==> src/sv/ppmp_pkg.sv <==
// Types, constants and codes of the PPM byte stream parser.
package ppmp_pkg;

  localparam int DimBits    = 16;
  localparam int TokBits    = (DimBits < 9) ? 9 : DimBits;
  localparam int MulBits    = TokBits + 4;
  localparam int CntBits    = 32;
  localparam int AreaBits   = 2 * DimBits;
  localparam int CmpBits    = (AreaBits > CntBits) ? AreaBits : CntBits;
  localparam int OutDimBits = 16;

  localparam logic [DimBits-1:0] DimMax   = '1;
  localparam logic [TokBits-1:0] TokenMax = TokBits'(DimMax) | TokBits'(511);
  localparam logic [CntBits-1:0] CntMax   = '1;
  localparam logic [7:0]         MaxVal   = 8'd255;

  localparam logic [7:0] CharP     = 8'h50;
  localparam logic [7:0] Char3     = 8'h33;
  localparam logic [7:0] Char6     = 8'h36;
  localparam logic [7:0] CharHash  = 8'h23;
  localparam logic [7:0] CharSpace = 8'h20;
  localparam logic [7:0] CharNl    = 8'h0A;
  localparam logic [7:0] Char0     = 8'h30;
  localparam logic [7:0] Char9     = 8'h39;

  typedef enum logic [2:0] {
    PH_MAGIC,
    PH_FORMAT,
    PH_HEADER,
    PH_DATA,
    PH_DONE,
    PH_HALT
  } phase_e;

  typedef enum logic [1:0] {
    EV_NONE,
    EV_HEADER,
    EV_PIXEL,
    EV_ERROR
  } event_e;

  typedef enum logic [2:0] {
    ERR_NONE,
    ERR_NOT_P,
    ERR_FORMAT,
    ERR_MAXVAL,
    ERR_BYTE
  } err_e;

  typedef struct packed {
    event_e                ev;
    err_e                  err;
    logic [7:0]            red;
    logic [7:0]            green;
    logic [7:0]            blue;
    logic [OutDimBits-1:0] width;
    logic [OutDimBits-1:0] height;
    logic                  fin;
  } res_t;

endpackage

==> src/sv/ppm_byte_stream_parser_top.sv <==
// PPM (P3/P6) byte stream parser, top level.
// Takes one byte of a portable pixmap file per transaction and returns one
// result per byte, in the cycle after the byte is accepted: header complete,
// pixel ready, error, or nothing. A byte can be accepted every cycle; the
// parser state is updated in the accepting cycle and the result lands in a
// single output register, so s_axis_tready drops only while that register
// holds a result that the downstream side is not taking. The width by height
// product used to find the last P6 pixel is computed in its own registered
// multiplier from the stored header values.
module ppm_byte_stream_parser_top (
  input  logic        clk_i,
  input  logic        rst_ni,
  input  logic        s_axis_tvalid,
  output logic        s_axis_tready,
  input  logic [7:0]  s_axis_tdata,   // [7:0] data_byte
  input  logic        s_axis_tuser,   // [0] first_byte
  input  logic        s_axis_tlast,   // last_byte
  output logic        m_axis_tvalid,
  input  logic        m_axis_tready,
  output logic [63:0] m_axis_tdata,   // [7:0] red, [15:8] green, [23:16] blue,
                                      // [39:24] image_width, [55:40] image_height,
                                      // [58:56] error_code, [63:59] zero
  output logic [1:0]  m_axis_tuser,   // [1:0] event_res
  output logic        m_axis_tlast    // final_pixel
);

  logic                          accept;
  logic [ppmp_pkg::DimBits-1:0]  width;
  logic [ppmp_pkg::DimBits-1:0]  height;
  logic [ppmp_pkg::AreaBits-1:0] area;
  ppmp_pkg::res_t                res_new;
  ppmp_pkg::res_t                res_out;

  assign s_axis_tready = !m_axis_tvalid || m_axis_tready;
  assign accept        = s_axis_tvalid && s_axis_tready;

  ppmp_core u_core (
    .clk_i       (clk_i),
    .rst_ni      (rst_ni),
    .accept_i    (accept),
    .data_byte_i (s_axis_tdata),
    .first_i     (s_axis_tuser),
    .last_i      (s_axis_tlast),
    .area_i      (area),
    .width_o     (width),
    .height_o    (height),
    .res_o       (res_new)
  );

  ppmp_area u_area (
    .clk_i    (clk_i),
    .width_i  (width),
    .height_i (height),
    .area_o   (area)
  );

  ppmp_out_reg u_out (
    .clk_i   (clk_i),
    .rst_ni  (rst_ni),
    .load_i  (accept),
    .res_i   (res_new),
    .ready_i (m_axis_tready),
    .valid_o (m_axis_tvalid),
    .res_o   (res_out)
  );

  assign m_axis_tdata = {5'b0, res_out.err, res_out.height, res_out.width,
                         res_out.blue, res_out.green, res_out.red};
  assign m_axis_tuser = res_out.ev;
  assign m_axis_tlast = res_out.fin;

endmodule

==> src/sv/ppmp_area.sv <==
// Registered width by height product for the end-of-image compare.
module ppmp_area (
  input  logic                          clk_i,
  input  logic [ppmp_pkg::DimBits-1:0]  width_i,
  input  logic [ppmp_pkg::DimBits-1:0]  height_i,
  output logic [ppmp_pkg::AreaBits-1:0] area_o
);

  logic [ppmp_pkg::AreaBits-1:0] area_q;
  logic [ppmp_pkg::AreaBits-1:0] area_d;

  assign area_d = ppmp_pkg::AreaBits'(width_i) * ppmp_pkg::AreaBits'(height_i);

  // Height settles at least one item before the first data byte.
  always_ff @(posedge clk_i) begin
    area_q <= area_d;
  end

  assign area_o = area_q;

endmodule

==> src/sv/ppmp_core.sv <==
// Parser state registers and the per-byte next-state and result logic.
module ppmp_core (
  input  logic                          clk_i,
  input  logic                          rst_ni,
  input  logic                          accept_i,
  input  logic [7:0]                    data_byte_i,
  input  logic                          first_i,
  input  logic                          last_i,
  input  logic [ppmp_pkg::AreaBits-1:0] area_i,
  output logic [ppmp_pkg::DimBits-1:0]  width_o,
  output logic [ppmp_pkg::DimBits-1:0]  height_o,
  output ppmp_pkg::res_t                res_o
);

  ppmp_pkg::phase_e phase_q, phase_d, eff_phase;
  logic binary_q, binary_d, eff_binary;
  logic comment_q, comment_d, eff_comment;
  logic [ppmp_pkg::TokBits-1:0] tok_q, tok_d, eff_tok;
  logic open_q, open_d, eff_open;
  logic [1:0] field_q, field_d, eff_field;
  logic [1:0] ch_q, ch_d, eff_ch;
  logic [7:0] red_q, red_d, eff_red;
  logic [7:0] green_q, green_d, eff_green;
  logic [ppmp_pkg::DimBits-1:0] width_q, width_d, eff_width;
  logic [ppmp_pkg::DimBits-1:0] height_q, height_d, eff_height;
  logic [ppmp_pkg::CntBits-1:0] cnt_q, cnt_d, eff_cnt;

  logic                         is_digit, is_sep, is_hash;
  logic [3:0]                   digit;
  logic [ppmp_pkg::MulBits-1:0] tok_mul;
  logic [ppmp_pkg::TokBits-1:0] hdr_tok_new, hdr_val;
  logic [ppmp_pkg::TokBits-1:0] dat_tok_new;
  logic [ppmp_pkg::DimBits-1:0] hdr_dim;
  logic [7:0]                   dat_val;
  logic                         hdr_close, dat_close, maxval_ok, p6_hit;
  logic [ppmp_pkg::CntBits-1:0] cnt_inc;

  // A first byte restarts from the reset state before this byte is parsed.
  assign eff_phase   = first_i ? ppmp_pkg::PH_MAGIC : phase_q;
  assign eff_binary  = first_i ? 1'b0 : binary_q;
  assign eff_comment = first_i ? 1'b0 : comment_q;
  assign eff_tok     = first_i ? '0 : tok_q;
  assign eff_open    = first_i ? 1'b0 : open_q;
  assign eff_field   = first_i ? 2'd0 : field_q;
  assign eff_ch      = first_i ? 2'd0 : ch_q;
  assign eff_red     = first_i ? 8'd0 : red_q;
  assign eff_green   = first_i ? 8'd0 : green_q;
  assign eff_width   = first_i ? '0 : width_q;
  assign eff_height  = first_i ? '0 : height_q;
  assign eff_cnt     = first_i ? '0 : cnt_q;

  assign is_digit = (data_byte_i >= ppmp_pkg::Char0) && (data_byte_i <= ppmp_pkg::Char9);
  assign is_sep   = (data_byte_i == ppmp_pkg::CharSpace) || (data_byte_i == ppmp_pkg::CharNl);
  assign is_hash  = (data_byte_i == ppmp_pkg::CharHash);
  assign digit    = 4'(data_byte_i - ppmp_pkg::Char0);

  // Times ten as two shifts and an add.
  assign tok_mul = (ppmp_pkg::MulBits'(eff_tok) << 3) + (ppmp_pkg::MulBits'(eff_tok) << 1)
                 + ppmp_pkg::MulBits'(digit);

  assign hdr_tok_new = (tok_mul > ppmp_pkg::MulBits'(ppmp_pkg::TokenMax)) ?
                       ppmp_pkg::TokenMax : tok_mul[ppmp_pkg::TokBits-1:0];
  assign dat_tok_new = (tok_mul > ppmp_pkg::MulBits'(ppmp_pkg::MaxVal)) ?
                       ppmp_pkg::TokBits'(ppmp_pkg::MaxVal) : tok_mul[ppmp_pkg::TokBits-1:0];

  // A digit on the last byte closes the token it just extended.
  assign hdr_close = (eff_phase == ppmp_pkg::PH_HEADER) && !eff_comment &&
                     ((is_digit && last_i) || ((is_sep || is_hash) && eff_open));
  assign hdr_val   = is_digit ? hdr_tok_new : eff_tok;
  assign hdr_dim   = (hdr_val > ppmp_pkg::TokBits'(ppmp_pkg::DimMax)) ?
                     ppmp_pkg::DimMax : ppmp_pkg::DimBits'(hdr_val);
  assign maxval_ok = (hdr_val == ppmp_pkg::TokBits'(ppmp_pkg::MaxVal));

  assign dat_close = (eff_phase == ppmp_pkg::PH_DATA) && !eff_binary &&
                     ((is_digit && last_i) || (is_sep && eff_open));
  assign dat_val   = is_digit ? 8'(dat_tok_new) : 8'(eff_tok);

  assign cnt_inc = (eff_cnt == ppmp_pkg::CntMax) ? eff_cnt : eff_cnt + 1'b1;
  assign p6_hit  = (ppmp_pkg::CmpBits'(cnt_inc) == ppmp_pkg::CmpBits'(area_i));

  // Next state.
  always_comb begin
    phase_d  = eff_phase;
    binary_d = eff_binary;
    comment_d = eff_comment;
    tok_d    = eff_tok;
    open_d   = eff_open;
    field_d  = eff_field;
    ch_d     = eff_ch;
    red_d    = eff_red;
    green_d  = eff_green;
    width_d  = eff_width;
    height_d = eff_height;
    cnt_d    = eff_cnt;
    case (eff_phase)
      ppmp_pkg::PH_MAGIC: begin
        phase_d = (data_byte_i == ppmp_pkg::CharP) ? ppmp_pkg::PH_FORMAT : ppmp_pkg::PH_HALT;
      end
      ppmp_pkg::PH_FORMAT: begin
        if (data_byte_i == ppmp_pkg::Char3) begin
          binary_d = 1'b0;
          phase_d  = ppmp_pkg::PH_HEADER;
        end else if (data_byte_i == ppmp_pkg::Char6) begin
          binary_d = 1'b1;
          phase_d  = ppmp_pkg::PH_HEADER;
        end else begin
          phase_d = ppmp_pkg::PH_HALT;
        end
      end
      ppmp_pkg::PH_HEADER: begin
        if (eff_comment) begin
          if (data_byte_i == ppmp_pkg::CharNl) comment_d = 1'b0;
        end else if (is_digit) begin
          tok_d  = hdr_tok_new;
          open_d = 1'b1;
        end else if (is_hash) begin
          // Closing the max value leaves the header, so no comment starts.
          comment_d = !(eff_open && (eff_field == 2'd2));
        end else if (!is_sep) begin
          phase_d = ppmp_pkg::PH_HALT;
        end
        if (hdr_close) begin
          tok_d  = '0;
          open_d = 1'b0;
          case (eff_field)
            2'd0: begin
              width_d = hdr_dim;
              field_d = 2'd1;
            end
            2'd1: begin
              height_d = hdr_dim;
              field_d  = 2'd2;
            end
            default: begin
              if (!maxval_ok) begin
                phase_d = ppmp_pkg::PH_HALT;
              end else begin
                ch_d      = 2'd0;
                cnt_d     = '0;
                comment_d = 1'b0;
                if (eff_binary && ((eff_width == '0) || (eff_height == '0)))
                  phase_d = ppmp_pkg::PH_DONE;
                else
                  phase_d = ppmp_pkg::PH_DATA;
              end
            end
          endcase
        end
      end
      ppmp_pkg::PH_DATA: begin
        if (!eff_binary) begin
          if (is_digit) begin
            tok_d  = dat_tok_new;
            open_d = 1'b1;
          end else if (!is_sep) begin
            phase_d = ppmp_pkg::PH_HALT;
          end
          if (dat_close) begin
            tok_d  = '0;
            open_d = 1'b0;
            case (eff_ch)
              2'd0: begin
                red_d = dat_val;
                ch_d  = 2'd1;
              end
              2'd1: begin
                green_d = dat_val;
                ch_d    = 2'd2;
              end
              default: begin
                ch_d  = 2'd0;
                cnt_d = cnt_inc;
              end
            endcase
          end
        end else begin
          case (eff_ch)
            2'd0: begin
              red_d = data_byte_i;
              ch_d  = 2'd1;
            end
            2'd1: begin
              green_d = data_byte_i;
              ch_d    = 2'd2;
            end
            default: begin
              ch_d  = 2'd0;
              cnt_d = cnt_inc;
              if (p6_hit) phase_d = ppmp_pkg::PH_DONE;
            end
          endcase
        end
      end
      default: ;
    endcase
  end

  // Result of this byte.
  always_comb begin
    res_o        = '0;
    res_o.ev     = ppmp_pkg::EV_NONE;
    res_o.err    = ppmp_pkg::ERR_NONE;
    res_o.width  = ppmp_pkg::OutDimBits'(width_d);
    res_o.height = ppmp_pkg::OutDimBits'(height_d);
    case (eff_phase)
      ppmp_pkg::PH_MAGIC: begin
        if (data_byte_i != ppmp_pkg::CharP) begin
          res_o.ev  = ppmp_pkg::EV_ERROR;
          res_o.err = ppmp_pkg::ERR_NOT_P;
        end
      end
      ppmp_pkg::PH_FORMAT: begin
        if ((data_byte_i != ppmp_pkg::Char3) && (data_byte_i != ppmp_pkg::Char6)) begin
          res_o.ev  = ppmp_pkg::EV_ERROR;
          res_o.err = ppmp_pkg::ERR_FORMAT;
        end
      end
      ppmp_pkg::PH_HEADER: begin
        if (!eff_comment && !is_digit && !is_sep && !is_hash) begin
          res_o.ev  = ppmp_pkg::EV_ERROR;
          res_o.err = ppmp_pkg::ERR_BYTE;
        end else if (hdr_close && (eff_field == 2'd2)) begin
          if (maxval_ok) begin
            res_o.ev = ppmp_pkg::EV_HEADER;
          end else begin
            res_o.ev  = ppmp_pkg::EV_ERROR;
            res_o.err = ppmp_pkg::ERR_MAXVAL;
          end
        end
      end
      ppmp_pkg::PH_DATA: begin
        if (!eff_binary) begin
          if (!is_digit && !is_sep) begin
            res_o.ev  = ppmp_pkg::EV_ERROR;
            res_o.err = ppmp_pkg::ERR_BYTE;
          end else if (dat_close && (eff_ch == 2'd2)) begin
            res_o.ev    = ppmp_pkg::EV_PIXEL;
            res_o.red   = eff_red;
            res_o.green = eff_green;
            res_o.blue  = dat_val;
          end
        end else if (eff_ch == 2'd2) begin
          res_o.ev    = ppmp_pkg::EV_PIXEL;
          res_o.red   = eff_red;
          res_o.green = eff_green;
          res_o.blue  = data_byte_i;
          res_o.fin   = p6_hit;
        end
      end
      default: ;
    endcase
  end

  always_ff @(posedge clk_i or negedge rst_ni) begin
    if (!rst_ni) begin
      phase_q   <= ppmp_pkg::PH_MAGIC;
      binary_q  <= 1'b0;
      comment_q <= 1'b0;
      tok_q     <= '0;
      open_q    <= 1'b0;
      field_q   <= 2'd0;
      ch_q      <= 2'd0;
      red_q     <= 8'd0;
      green_q   <= 8'd0;
      width_q   <= '0;
      height_q  <= '0;
      cnt_q     <= '0;
    end else if (accept_i) begin
      phase_q   <= phase_d;
      binary_q  <= binary_d;
      comment_q <= comment_d;
      tok_q     <= tok_d;
      open_q    <= open_d;
      field_q   <= field_d;
      ch_q      <= ch_d;
      red_q     <= red_d;
      green_q   <= green_d;
      width_q   <= width_d;
      height_q  <= height_d;
      cnt_q     <= cnt_d;
    end
  end

  assign width_o  = width_q;
  assign height_o = height_q;

endmodule

==> src/sv/ppmp_out_reg.sv <==
// Result register: holds one transaction until the downstream side takes it.
module ppmp_out_reg (
  input  logic           clk_i,
  input  logic           rst_ni,
  input  logic           load_i,
  input  ppmp_pkg::res_t res_i,
  input  logic           ready_i,
  output logic           valid_o,
  output ppmp_pkg::res_t res_o
);

  logic           valid_q, valid_d;
  ppmp_pkg::res_t res_q;

  assign valid_d = load_i ? 1'b1 : (ready_i ? 1'b0 : valid_q);

  always_ff @(posedge clk_i or negedge rst_ni) begin
    if (!rst_ni) begin
      valid_q <= 1'b0;
    end else begin
      valid_q <= valid_d;
    end
  end

  always_ff @(posedge clk_i) begin
    if (load_i) res_q <= res_i;
  end

  assign valid_o = valid_q;
  assign res_o   = res_q;

endmodule

==> config.mk <==
export PLATFORM = sky130hd
export DESIGN_NAME = ppm_byte_stream_parser_top
export DESIGN_NICKNAME = d
export VERILOG_FILES = /design/src/sv/ppmp_pkg.sv /design/src/sv/ppm_byte_stream_parser_top.sv /design/src/sv/ppmp_area.sv /design/src/sv/ppmp_core.sv /design/src/sv/ppmp_out_reg.sv
export SDC_FILE = /design/constraint.sdc
export NUM_CORES = 1
export LEC_CHECK = 0
export BUFFER_PORTS_ARGS = -buffer_cell sky130_fd_sc_hd__buf_4
export CAP_MARGIN = 20
export CORE_MARGIN = 3
export CORE_UTILIZATION = 55
export CTS_BUF_LIST = sky130_fd_sc_hd__clkbuf_16
export CTS_CLUSTER_DIAMETER = 30
export DETAILED_ROUTE_END_ITERATION = 16
export GPL_TIMING_DRIVEN = 1
export PLACE_DENSITY_LB_ADDON = 0.12
export SLEW_MARGIN = 40
export SYNTH_ARGS = -nofsm -noshare
export SYNTH_HDL_FRONTEND = slang
export SYNTH_SLANG_ARGS = --single-unit
==> constraint.sdc <==
create_clock -name clk_i -period 6.24 [get_ports clk_i]
set_input_delay 0.312 -clock clk_i [delete_from_list [all_inputs] [get_ports clk_i]]
set_output_delay 0.312 -clock clk_i [all_outputs]
set_load 0.005 [all_outputs]
==> flow_summary.yaml <==
route:
  vias: 18100
  dr.first_iter.drc_count: 1576
  drt_wl_total_um: 60800
  wire_per_inst_um: 20.2
  dr.pass1.iters: 5
  via_per_inst: 6.01
  ant_nets: 0
  post-route-drc-count: 0
timing:
  tightestPinTransition_ns: 0.854
  worst_hold_slack_ns: 0.0468
  rsz0062_at_grt: "true"
  slew_headroom: 0.426
  hold_viol_final: 0
  max_freq_mhz: 167
  setup_viol: 0
  min_period_over_period: 0.962
  skew_ns: 0.0427
  finalMaxSlewViolations: 0
  final.min_clock_period_ns: 6.00
worst_hold_path:
  hp-class: "in -> reg"
  hold-path-endpoint: "u_core.green_q[4]$_DFFE_PN0P_"
  worstHoldPathCells: 3
  worstHoldStart: "s_axis_tdata[4]"
worst_setup_path:
  start_kind: "flip-flop"
  path_cells: "buf_4 -> and2_1 -> fa_1 -> inv_1 -> fa_1 -> fa_1 -> fa_1 -> fa_1 -> inv_1 -> fa_1 -> ha_1 -> a21o_1 -> a21oi_1 -> o21a_1 -> a31oi_1 -> a21oi_1 -> o21bai_1 -> a211o_1 -> a21o_1 -> a21oi_1 -> xnor2_1"
  reg2reg_depth: 21
  cpLargestDelayFamily: "adder cells"
  required_ns: 6.72
  cp_num_cells: 21
  cp.arrival_ns: 6.48
  crit_path_end_kind: "flip-flop"
  crit_fanout: 9
  cp_slowest_stage_delay_ns: 0.58
  worst-setup-path-type: "reg -> reg"
  critPathSlowestCell: "fa_1"
  worst-r2r-setup-slack_ns: 0.24
  critPathBufInv: 3
  r2r-end: "u_area.area_o[25]$_DFF_P_"
  path_common_cell: "fa_1"
  r2r-start: "u_core.width_o[4]$_DFFE_PN0P_"
logic_synthesis:
  synth.area.top_cells: "fa_1 19%, dfrtp_1 13%, edfxtp_1 8.9%, ha_1 8.1%, nand2_1 6.3%"
  async_reset_ff_frac: 0.532
  post-synth-top-area-fraction: 0.187
  synth-main-ff-cell: "dfrtp_1"
  synth-edff-count: 62
  yosysWarnings: 0
  synth-seq-cells: 201
  yosys.area.top_type: "fa_1"
  synth.distinct_cells: 99
  netlist_instances: 2389
  netlist_area_mm2: 0.0209
  yosysSeqAreaShare: 0.248
  syn_area_per_cell_um2: 8.74
grt:
  first_global_vias: 18100
  gr-total-overflow: 0
  grt_max_degree: 62
  grt_pass1_wl_um: 99300
  grt_use_total: 0.304
  antenna_found_initial: 0
floorplan:
  die_w_um: 201
  core.rowCount: 70
  start_util: 0.564
  dieHeight_um: 201
  num_io_pins: 83
  design.die.area_mm2: 0.0404
  coreArea_mm2: 0.0370
cts:
  htree_levels: 2
  clk_path_buf_depth: 3
  clk_pin_slew_ns: 0.04
  cts_tree: "built"
  numCtsBuffers: 51
  clock_latency_ns: 0.59
  cts_root_buffer: "clkbuf_16"
  cts.sinks: 201
cells_and_area:
  layout_commonest_cell: "nand2_1"
  drive_gt1_frac: 0.138
  n_antenna_cell: 0
  layout_common_cells: "347 x nand2_1, 257 x inv_1, 195 x fa_1"
  area_growth_syn_to_layout_pct: 15.1
  final_nets: 2801
status:
  status: "completed"
flow_run:
  max_cap_viol_count: 0
placed_design:
  place_congestion: 0.968
  port_buffers: 77
  hpwl_um: 46300
pwr:
  power_uw: 4360
  vdd_drop_max_mv: 0.254
  p_per_area_mw_per_mm2: 181
  p_leak_uw: 0.0108
==> through the flow <==
stage,TNS (ns),instance area (µm²),std cells,utilization,setup slack [ns]
finish,0,24000,3003,0.649,0.238
global route,-0.0239,24000,3003,0.649,-0.0182
CTS,0,23900,2996,0.645,0.107
detailed placement,0,22100,2898,0.598,0.0765
global placement,0,22100,2898,0.597,0.238
floorplan,0,20900,2393,-,0.0117
==> repair_timing <==
item | 4_1_cts | 5_1_grt
hold buffers | 2 | 0
setup buffers | 0 | 6
endpoints found under the hold margin | 55 | 0
gates resized for setup | 0 | 26
setup endpoints to repair | 0 | 7
==> routing by layer <==
layer	track usage	vias up	part of all wire
li1	-	8231	-
met1	0.436	8852	0.44
met2	0.468	826	0.45
met3	0.0498	150	0.082
met4	0.108	0	0.033
met5	0	-	0
==> how the worst max path moves through the flow <==
stage | start | end
after global routing | u_core.width_o[9]$_DFFE_PN0P_ | u_area.area_o[31]$_DFF_P_
after detailed placement | u_core.height_o[5]$_DFFE_PN0P_ | u_area.area_o[30]$_DFF_P_
after floorplan | u_core.height_o[2]$_DFFE_PN0P_ | u_area.area_o[30]$_DFF_P_
after CTS | u_core.height_o[5]$_DFFE_PN0P_ | u_area.area_o[30]$_DFF_P_
final | u_core.width_o[4]$_DFFE_PN0P_ | u_area.area_o[25]$_DFF_P_
after global placement | u_core.height_o[5]$_DFFE_PN0P_ | u_area.area_o[30]$_DFF_P_
==> synth_stat cells (all sizes together) (20+ instances only) <==
| cell | instances |
|---|---|
| a21o | 20 |
| nor2b | 52 |
| nand4 | 33 |
| nand3 | 64 |
| clkbuf | 117 |
| a21oi | 99 |
| inv | 250 |
| mux2 | 32 |
| fa | 195 |
| nand2 | 349 |
| nor2 | 117 |
| buf | 35 |
| o22ai | 20 |
| and2 | 119 |
| o21ai | 132 |
| ha | 136 |
| xor2 | 23 |
| edfxtp | 62 |
| nor4 | 30 |
| dfrtp | 107 |
| xnor2 | 64 |
| a31oi | 25 |
| dfxtp | 32 |
| nor3 | 30 |
==> flip-flops by register name (all words and copies together), names as in the netlist, 2 cells and up <==
register         cells
u_area.area_o       32
u_core.ch_q          2
u_core.cnt_q        32
u_core.field_q       2
u_core.green_q       8
u_core.height_o     16
u_core.phase_q       3
u_core.red_q         8
u_core.tok_q        16
u_core.width_o      16
u_out.res_o         62
==> cell type report <==
| class | count | area [µm²] |
|---|---|---|
| fillers | 3096 | 13000 |
| clock inverters | 43 | 422 |
| clock buffers | 53 | 1330 |
| inverters | 250 | 941 |
| multi-input cells | 1790 | 14200 |
| well taps | 504 | 631 |
| flip-flops and latches | 201 | 5200 |
| repair buffers | 162 | 1300 |
==> power by group <==
part           leakage [µW]  switching (µW)  total [µW]  internal, µW
Clock              0.000872             855        2640          1790
Sequential          0.00232            34.7        1430          1400
Combinational       0.00757             193         289          96.1
Total                0.0108            1080        4360          3280
==> logic make-up after synthesis <==
family / after synthesis / share of synthesized area
and+or+nand+nor: 890 / 0.215
AOI/OAI and AO/OA: 439 / 0.138
buffers and inverters: 402 / 0.0740
adders and majority gates: 331 / 0.268
DFF: 201 / 0.248
xor gates and xnor gates: 87 / 0.0365
muxes: 38 / 0.0203
other: 1 / 0.000180
==> tightest hold or removal path, cell delays in order <==
cell     delay, ns
buf_4         0.12
a22oi_1       0.08
o21ai_0       0.07
No activity file was read; power rests on OpenSTA's default activity.
